**config.mk**
```make
export PLATFORM = sky130hd
export DESIGN_NAME = shuffle_deck_engine
export DESIGN_NICKNAME = d
export VERILOG_FILES = /design/src/design/sdeck_pkg.sv /design/src/design/shuffle_deck_engine.sv /design/src/design/sdeck_mod.sv
export VERILOG_INCLUDE_DIRS = /design/src /design/src/design
export SDC_FILE = /design/constraint.sdc
export NUM_CORES = 2
export LEC_CHECK = 0
export ABC_CLOCK_PERIOD_IN_PS = 4600
export CAP_MARGIN = 20
export CORE_AREA = 2 2 359 326
export CTS_CLUSTER_DIAMETER = 120
export CTS_CLUSTER_SIZE = 8
export DETAILED_ROUTE_END_ITERATION = 8
export DIE_AREA = 0 0 361 328
export DONT_BUFFER_PORTS = 1
export SETUP_SLACK_MARGIN = 0.2
export SKIP_CTS_REPAIR_TIMING = 1
export SLEW_MARGIN = 15
export SYNTH_ARGS = -nofsm -noshare
export SYNTH_HDL_FRONTEND = slang
export SYNTH_SLANG_ARGS = --single-unit
```
**constraint.sdc**
```tcl
create_clock -name aclk -period 4.6 [get_ports aclk]
set_clock_uncertainty 0.1 [all_clocks]
set_input_delay 0.46 -clock aclk [delete_from_list [all_inputs] [get_ports aclk]]
set_output_delay 0.46 -clock aclk [all_outputs]
set_load 0.03 [all_outputs]
```
**src/design/shuffle_deck_engine_defines.svh**
```systemverilog
// Assertion macros shared by the shuffle deck engine RTL.
`ifndef SHUFFLE_DECK_ENGINE_DEFINES_SVH
`define SHUFFLE_DECK_ENGINE_DEFINES_SVH
`ifndef ASSERT_OFF
`define SDE_ASSERT_ALWAYS(label, cond) \
    label: assert property (@(posedge aclk) disable iff (!aresetn) (cond)) \
        else $error("assertion failed");
`define SDE_ASSERT_IMPLY(label, ante, cons) \
    label: assert property (@(posedge aclk) disable iff (!aresetn) (ante) |-> (cons)) \
        else $error("assertion failed");
`else
`define SDE_ASSERT_ALWAYS(label, cond)
`define SDE_ASSERT_IMPLY(label, ante, cons)
`endif
`endif

```
**src/design/sdeck_pkg.sv**
```systemverilog
// Shared types, codes and helpers of the shuffle deck engine.
package sdeck_pkg;

    localparam int DECK_DEPTH_DEF = 64;
    localparam int CARD_BITS_DEF  = 16;
    localparam int LFSR_BITS      = 32;
    localparam int CARD_ID_W      = 16;
    localparam int POS_W          = 6;
    localparam int COUNT_OUT_W    = 7;
    localparam logic [LFSR_BITS-1:0] LFSR_TAPS = 32'h8020_0003;

    localparam logic [1:0] CMD_INSERT  = 2'd0;
    localparam logic [1:0] CMD_DRAW    = 2'd1;
    localparam logic [1:0] CMD_SHUFFLE = 2'd2;

    localparam logic [1:0] ST_OK    = 2'd0;
    localparam logic [1:0] ST_EMPTY = 2'd1;
    localparam logic [1:0] ST_FULL  = 2'd2;
    localparam logic [1:0] ST_POS   = 2'd3;

    typedef enum logic [3:0] {
        S_IDLE,
        S_INS_RD,
        S_INS_WR,
        S_INS_PUT,
        S_DRAW_RD,
        S_SH_START,
        S_SH_DIV,
        S_SH_RDJ,
        S_SH_WRI,
        S_SH_WRJ,
        S_DONE
    } state_t;

    function automatic logic [LFSR_BITS-1:0] lfsr_step(input logic [LFSR_BITS-1:0] v);
        logic [LFSR_BITS-1:0] s;
        s = v >> 1;
        if (v[0]) begin
            s = s ^ LFSR_TAPS;
        end
        return s;
    endfunction

endpackage

```
**src/design/shuffle_deck_engine.sv**
```systemverilog
// Insert reads and rewrites each shifted entry before placing the card; draw reads the top card.
// Shuffle runs the 32-step serial remainder unit once per held card, and that unit dominates.
// One transaction is in work at a time; a finished result waits in the output register
// while the next transaction is accepted.
// Synchronous active-low reset clears the count and the state machine and loads the
// LFSR with 1; the deck memory is not cleared and needs no clearing pass.
module shuffle_deck_engine #(
    parameter int DECK_DEPTH = sdeck_pkg::DECK_DEPTH_DEF,
    parameter int CARD_BITS  = sdeck_pkg::CARD_BITS_DEF
) (
    input  logic        aclk,
    input  logic        aresetn,
    input  logic        cfg_wr_en,
    input  logic [31:0] cfg_wr_data,  // random_seed
    input  logic        s_tvalid,
    output logic        s_tready,
    input  logic [23:0] s_tdata,      // command[1:0], card_id[17:2], position[23:18]
    output logic        m_tvalid,
    input  logic        m_tready,
    output logic [31:0] m_tdata       // drawn_card[15:0], card_valid[16],
                                      // deck_count[23:17], status[25:24], zero pad
);
    import sdeck_pkg::*;
    `include "shuffle_deck_engine_defines.svh"

    localparam int CW = $clog2(DECK_DEPTH + 1);
    localparam int AW = $clog2(DECK_DEPTH);

    logic [CARD_BITS-1:0] mem [DECK_DEPTH];

    state_t               state_reg, state_next;
    logic [CW-1:0]        count_reg, count_next;
    logic [CW-1:0]        pos_reg, pos_next;
    logic [CW-1:0]        k_reg, k_next;
    logic [CW-1:0]        i_reg, i_next;
    logic [AW-1:0]        j_reg, j_next;
    logic [CARD_BITS-1:0] card_reg, card_next;
    logic [CARD_BITS-1:0] di_reg, di_next;
    logic [CARD_BITS-1:0] rd_data_reg;
    logic [LFSR_BITS-1:0] lfsr_reg, lfsr_next;
    logic [1:0]           status_reg, status_next;
    logic [CARD_BITS-1:0] drawn_reg, drawn_next;
    logic                 valid_reg, valid_next;
    logic                 m_tvalid_reg, m_tvalid_next;
    logic [31:0]          m_tdata_reg, m_tdata_next;

    logic                 rd_en;
    logic [AW-1:0]        rd_addr;
    logic                 mem_we;
    logic [AW-1:0]        mem_wa;
    logic [CARD_BITS-1:0] mem_wd;

    logic                 div_start;
    logic                 div_done;
    logic [CW-1:0]        div_rem;
    logic [LFSR_BITS-1:0] lfsr_adv;

    logic [1:0]           in_cmd;
    logic [CARD_ID_W-1:0] in_card;
    logic [POS_W-1:0]     in_pos;
    logic [CW+POS_W-1:0]  pos_ext;
    logic [CW+POS_W-1:0]  cnt_ext;
    logic [CW:0]          j_sum;
    logic [CW+COUNT_OUT_W-1:0]   cnt_out_ext;
    logic [CARD_BITS+CARD_ID_W-1:0] drawn_ext;
    logic [CARD_BITS+CARD_ID_W-1:0] card_ext;

    assign in_cmd   = s_tdata[1:0];
    assign in_card  = s_tdata[17:2];
    assign in_pos   = s_tdata[23:18];
    assign pos_ext  = (CW + POS_W)'(in_pos);
    assign cnt_ext  = (CW + POS_W)'(count_reg);
    assign card_ext = (CARD_BITS + CARD_ID_W)'(in_card);
    assign lfsr_adv = lfsr_step(lfsr_reg);
    assign j_sum    = {1'b0, i_reg} + {1'b0, div_rem};
    assign cnt_out_ext = (CW + COUNT_OUT_W)'(count_reg);
    assign drawn_ext   = (CARD_BITS + CARD_ID_W)'(drawn_reg);

    sdeck_mod #(
        .CW(CW)
    ) u_mod (
        .aclk      (aclk),
        .aresetn   (aresetn),
        .start     (div_start),
        .dividend  (lfsr_adv),
        .divisor   (count_reg - i_reg),
        .done      (div_done),
        .remainder (div_rem)
    );

    always_comb begin
        state_next    = state_reg;
        count_next    = count_reg;
        pos_next      = pos_reg;
        k_next        = k_reg;
        i_next        = i_reg;
        j_next        = j_reg;
        card_next     = card_reg;
        di_next       = di_reg;
        lfsr_next     = lfsr_reg;
        status_next   = status_reg;
        drawn_next    = drawn_reg;
        valid_next    = valid_reg;
        m_tvalid_next = m_tvalid_reg;
        m_tdata_next  = m_tdata_reg;
        rd_en         = 1'b0;
        rd_addr       = '0;
        mem_we        = 1'b0;
        mem_wa        = '0;
        mem_wd        = '0;
        div_start     = 1'b0;

        if (m_tvalid_reg && m_tready) begin
            m_tvalid_next = 1'b0;
        end

        unique case (state_reg)
            S_IDLE: begin
                if (s_tvalid) begin
                    status_next = ST_OK;
                    drawn_next  = '0;
                    valid_next  = 1'b0;
                    card_next   = card_ext[CARD_BITS-1:0];
                    state_next  = S_DONE;
                    unique case (in_cmd)
                        CMD_INSERT: begin
                            if (count_reg == CW'(DECK_DEPTH)) begin
                                status_next = ST_FULL;
                            end else if (in_pos != '0 && pos_ext > cnt_ext) begin
                                status_next = ST_POS;
                            end else begin
                                pos_next   = (in_pos == '0) ? count_reg : pos_ext[CW-1:0];
                                k_next     = count_reg;
                                state_next = (in_pos == '0 || pos_ext == cnt_ext)
                                             ? S_INS_PUT : S_INS_RD;
                            end
                        end
                        CMD_DRAW: begin
                            if (count_reg == '0) begin
                                status_next = ST_EMPTY;
                            end else begin
                                count_next = count_reg - 1'b1;
                                rd_en      = 1'b1;
                                rd_addr    = AW'(count_reg - 1'b1);
                                state_next = S_DRAW_RD;
                            end
                        end
                        CMD_SHUFFLE: begin
                            i_next = '0;
                            if (count_reg != '0) begin
                                state_next = S_SH_START;
                            end
                        end
                        default: begin
                            state_next = S_DONE;
                        end
                    endcase
                end
            end
            S_INS_RD: begin
                rd_en      = 1'b1;
                rd_addr    = AW'(k_reg - 1'b1);
                state_next = S_INS_WR;
            end
            S_INS_WR: begin
                mem_we     = 1'b1;
                mem_wa     = AW'(k_reg);
                mem_wd     = rd_data_reg;
                k_next     = k_reg - 1'b1;
                state_next = ((k_reg - 1'b1) > pos_reg) ? S_INS_RD : S_INS_PUT;
            end
            S_INS_PUT: begin
                mem_we     = 1'b1;
                mem_wa     = AW'(pos_reg);
                mem_wd     = card_reg;
                count_next = count_reg + 1'b1;
                state_next = S_DONE;
            end
            S_DRAW_RD: begin
                drawn_next = rd_data_reg;
                valid_next = 1'b1;
                state_next = S_DONE;
            end
            S_SH_START: begin
                lfsr_next  = lfsr_adv;
                div_start  = 1'b1;
                state_next = S_SH_DIV;
            end
            S_SH_DIV: begin
                if (div_done) begin
                    j_next     = AW'(j_sum);
                    rd_en      = 1'b1;
                    rd_addr    = AW'(i_reg);
                    state_next = S_SH_RDJ;
                end
            end
            S_SH_RDJ: begin
                di_next    = rd_data_reg;
                rd_en      = 1'b1;
                rd_addr    = j_reg;
                state_next = S_SH_WRI;
            end
            S_SH_WRI: begin
                mem_we     = 1'b1;
                mem_wa     = AW'(i_reg);
                mem_wd     = rd_data_reg;
                state_next = S_SH_WRJ;
            end
            S_SH_WRJ: begin
                mem_we     = 1'b1;
                mem_wa     = j_reg;
                mem_wd     = di_reg;
                i_next     = i_reg + 1'b1;
                state_next = ((i_reg + 1'b1) == count_reg) ? S_DONE : S_SH_START;
            end
            S_DONE: begin
                if (!m_tvalid_reg || m_tready) begin
                    m_tvalid_next = 1'b1;
                    m_tdata_next  = {6'd0, status_reg, cnt_out_ext[COUNT_OUT_W-1:0],
                                     valid_reg, drawn_ext[CARD_ID_W-1:0]};
                    state_next    = S_IDLE;
                end
            end
            default: begin
                state_next = S_IDLE;
            end
        endcase

        // Users must write a seed only while idle (unchecked); zero locks the LFSR.
        if (cfg_wr_en) begin
            lfsr_next = (cfg_wr_data == '0) ? LFSR_BITS'(1) : cfg_wr_data;
        end
    end

    always_ff @(posedge aclk) begin
        if (!aresetn) begin
            state_reg    <= S_IDLE;
            count_reg    <= '0;
            lfsr_reg     <= LFSR_BITS'(1);
            m_tvalid_reg <= 1'b0;
        end else begin
            state_reg    <= state_next;
            count_reg    <= count_next;
            lfsr_reg     <= lfsr_next;
            m_tvalid_reg <= m_tvalid_next;
        end
        pos_reg     <= pos_next;
        k_reg       <= k_next;
        i_reg       <= i_next;
        j_reg       <= j_next;
        card_reg    <= card_next;
        di_reg      <= di_next;
        status_reg  <= status_next;
        drawn_reg   <= drawn_next;
        valid_reg   <= valid_next;
        m_tdata_reg <= m_tdata_next;
    end

    always_ff @(posedge aclk) begin
        if (mem_we) begin
            mem[mem_wa] <= mem_wd;
        end
        if (rd_en) begin
            rd_data_reg <= mem[rd_addr];
        end
    end

    assign s_tready = (state_reg == S_IDLE);
    assign m_tvalid = m_tvalid_reg;
    assign m_tdata  = m_tdata_reg;

    `SDE_ASSERT_ALWAYS(a_count_bound, count_reg <= CW'(DECK_DEPTH))
    `SDE_ASSERT_ALWAYS(a_lfsr_nonzero, lfsr_reg != '0)
    `SDE_ASSERT_IMPLY(a_shift_above_pos, state_reg == S_INS_RD, k_reg > pos_reg)
    `SDE_ASSERT_IMPLY(a_swap_in_range, state_reg == S_SH_WRJ, CW'(j_reg) < count_reg)
    `SDE_ASSERT_IMPLY(a_card_means_ok, m_tvalid && m_tdata[16], m_tdata[25:24] == ST_OK)

endmodule

```
**src/design/sdeck_mod.sv**
```systemverilog
// Bit-serial remainder unit: 32-bit dividend modulo a narrow divisor.
module sdeck_mod #(
    parameter int CW = 7
) (
    input  logic                          aclk,
    input  logic                          aresetn,
    input  logic                          start,
    input  logic [sdeck_pkg::LFSR_BITS-1:0] dividend,
    input  logic [CW-1:0]                 divisor,
    output logic                          done,
    output logic [CW-1:0]                 remainder
);
    import sdeck_pkg::*;

    localparam int CNT_W = $clog2(LFSR_BITS);

    logic                 busy_reg, busy_next;
    logic                 done_reg, done_next;
    logic [CNT_W-1:0]     cnt_reg, cnt_next;
    logic [LFSR_BITS-1:0] dvd_reg, dvd_next;
    logic [CW-1:0]        dsr_reg, dsr_next;
    logic [CW-1:0]        rem_reg, rem_next;
    logic [CW:0]          trial;
    logic [CW:0]          diff;

    // One quotient bit per cycle; the partial remainder stays below the divisor.
    always_comb begin
        trial     = {rem_reg, dvd_reg[LFSR_BITS-1]};
        diff      = trial - {1'b0, dsr_reg};
        busy_next = busy_reg;
        done_next = 1'b0;
        cnt_next  = cnt_reg;
        dvd_next  = dvd_reg;
        dsr_next  = dsr_reg;
        rem_next  = rem_reg;
        if (start) begin
            busy_next = 1'b1;
            cnt_next  = '0;
            dvd_next  = dividend;
            dsr_next  = divisor;
            rem_next  = '0;
        end else if (busy_reg) begin
            rem_next = (trial >= {1'b0, dsr_reg}) ? diff[CW-1:0] : trial[CW-1:0];
            dvd_next = dvd_reg << 1;
            cnt_next = cnt_reg + 1'b1;
            if (cnt_reg == CNT_W'(LFSR_BITS - 1)) begin
                busy_next = 1'b0;
                done_next = 1'b1;
            end
        end
    end

    always_ff @(posedge aclk) begin
        if (!aresetn) begin
            busy_reg <= 1'b0;
            done_reg <= 1'b0;
        end else begin
            busy_reg <= busy_next;
            done_reg <= done_next;
        end
        cnt_reg <= cnt_next;
        dvd_reg <= dvd_next;
        dsr_reg <= dsr_next;
        rem_reg <= rem_next;
    end

    assign done      = done_reg;
    assign remainder = rem_reg;

endmodule

```
==> out/metrics.csv <==
metric;value;unit
Antenna Nets Post-Route;0;
area of the core;114000;µm²
vias in the first global route;30146;
CTS tree;done;
Root Buffer;clkbuf_16;
Hold Startpoint;s_tdata[19];
vias;32278;
R2R depth;12;
Area Growth Syn to Fin;15.8;%
# fillers;9345;
most common cell after layout, fill and taps aside;edfxtp_1;
full die area;118000;µm²
Setup-failing EPs final;0;
Via density;6.02;
Initial DRT Pass Iterations;7;
first-pass GRT wire length;212000;µm
Inserted Clock Buffers;173;
Crit Path Class;register to register;
WP data arrival;4.88;ns
layout cell share with drive strength beyond 1;13.5;%
DRC;0;
Max clock buf depth;3;
Least-Margin Pin Slew;0.903;ns
Non-Filler Instances;5358;
# IOs;95;
Worst EP required;5.14;ns
H-tree Lvls;4;
CTS sink cnt;1241;
crit path time final;4.33;ns
Syn Area/Cell;14.4;µm²
Core Rows;118;
Final Cell Area;59400;µm²
die height;328;µm
end of the worst hold path;pos_reg[0]$_DFFE_PP_;
die width;361;µm
Critical R2R Capture;rd_data_reg[6]$_DFFE_PP_;
PnR Total Power;37.3;mW
worst vdd ir;0.000454;V
dpl ws;-0.0102;ns
crit-path max FO;35;
Unique masters post-synth;91;
initial antenna violation count;5;
P_leak;20.5;nW
Top FF cell, synth;edfxtp_1;
highest clock rate;0.231;GHz
Placed Cells;5066;
RePlAce Congestion;0.932;
antenna cells;0;
#FFs+latches synth;1241;
final worst path period share;94.2;%
routed len/inst;27.3;µm
Worst setup EP type;register;
Crit Reg-Reg Startpoint;count_reg[1]$_SDFFE_PN0P_;
Max Cap Viol;0;
Slew headroom;39.4;%
pin count of the biggest net entering global routing;97;
Clock Latency Late Sink;0.78;ns
status;complete, no violations;
RSZ-0062 raised after global routing;true;
CP startpoint kind;register;
share of synthesized registers carrying an async set or reset;0;%
Area after DPL;53900;µm²
Starting Density;44.8;%
power density over the cells;627;nW/µm²
max reg flops;1024;
DRT iter0 DRCs;4163;
R2R setup slack;0.27;ns
All-Layer GR Usage;24.4;%
Congestion Overflow GR;0;
fin. max-slew vios;0;
EDFF count, synth;1183;
overall routed net length;146000;µm
Nets;3916;
commonest non-fill, non-tap cells in the layout;1,183 x edfxtp_1, 577 x nand2_1, 229 x mux2i_1, 210 x buf_4, 179 x clkbuf_16;
Hold Path Cell Cnt;3;
final hold violations;0;
Clock transition at path regs;0.05;ns
register area share after synthesis;71.5;%
Port Buf Inserts;0;
yosys warns;0;
detailed placement HPWL;92200;µm
Post-Syn Area;51300;µm²
Synth Instances;3556;
Worst Hold Class;input port to register;
final setup margin;0.266;ns
==> stage by stage <==
step                hold WS (ns)  TNS, ns  utilization, %
finish                   0.00733        0            51.9
global route              0.0231        0            51.9
CTS                       -0.391  -0.0201            51.3
detailed placement         0.305  -0.0102            47.1
global placement           0.302        0            47.1
floorplan                  0.300        0               -
==> logic make-up (layout without fill, tap and decap cells) <==
logic type                 Yosys count  count (layout)  synth area share (%)
adders and majority gates           40              40                  1.02
other                                1               6               0.00731
buffers and inverters              299             596                  3.10
and+or+nand+nor                   1056            1056                  9.21
DFF                               1241            1241                  71.5
muxes                              262             262                  5.77
xor gates and xnor gates            46              46                 0.786
AOI/OAI and AO/OA                  611             611                  8.56
==> report_power, final <==
part	total, mW	internal, mW	switching [mW]
Clock	11.4	6.90	4.51
Sequential	15.5	15.0	0.454
Combinational	10.4	2.90	7.46
==> cell type report <==
| class | instances | area [µm²] | area share (%) |
|---|---|---|---|
| clock buffer | 208 | 4590 | 7.72 |
| timing repair buffer | 297 | 2670 | 4.50 |
| sequential | 1241 | 36700 | 61.8 |
| multi-input combinational | 2021 | 13100 | 22.1 |
| tap | 1500 | 1880 | 3.16 |
| inverter | 81 | 308 | 0.518 |
| clock inverter | 10 | 166 | 0.280 |
==> per-layer routing <==
metal	vias to the layer above	global-route usage [%]	wire length, µm
met3	277	6.13	16700
met4	6	8.10	4240
li1	14093	-	-
met1	16085	36.4	62500
met5	-	0	33
met2	1817	34.8	62600
==> cell usage after synthesis, types with 37 or more instances <==
cell	n	area, µm²
dfxtp_1	58	1160
a21oi_1	121	606
edfxtp_1	1183	35500
ha_1	37	463
a22oi_1	46	345
clkbuf_1	75	282
buf_2	69	345
nand2_1	577	2170
and3_1	54	338
nand3_1	109	546
mux2i_1	229	2290
o21ai_0	65	325
inv_1	79	297
a31oi_1	58	363
a211oi_1	56	420
nor2_1	141	529
==> how the worst max path moves through the flow <==
stage | from | end | slack, ns | cells after the start
floorplan | count_reg[1]$_SDFFE_PN0P_ | rd_data_reg[14]$_DFFE_PP_ | 1.36 | 12
global placement | count_reg[1]$_SDFFE_PN0P_ | rd_data_reg[12]$_DFFE_PP_ | 0.07 | 10
detailed placement | count_reg[1]$_SDFFE_PN0P_ | rd_data_reg[12]$_DFFE_PP_ | -0.01 | 10
CTS | count_reg[1]$_SDFFE_PN0P_ | rd_data_reg[12]$_DFFE_PP_ | -0.02 | 10
global route | count_reg[1]$_SDFFE_PN0P_ | rd_data_reg[6]$_DFFE_PP_ | 0.11 | 13
finish | count_reg[1]$_SDFFE_PN0P_ | rd_data_reg[6]$_DFFE_PP_ | 0.27 | 12
==> critical path: stages (launching register included) <==
cell and delay [ns]:
dfxtp_1 0.31, inv_1 0.18, ha_1 0.28, or3b_1 0.52, o211ai_4 0.31, and3_4 0.60
buf_12 0.31, buf_4 0.25, a21oi_1 0.09, a221oi_1 0.32, a31oi_1 0.10, o211ai_1 0.53
and3_1 0.27
(Power assumes the default switching activity.)
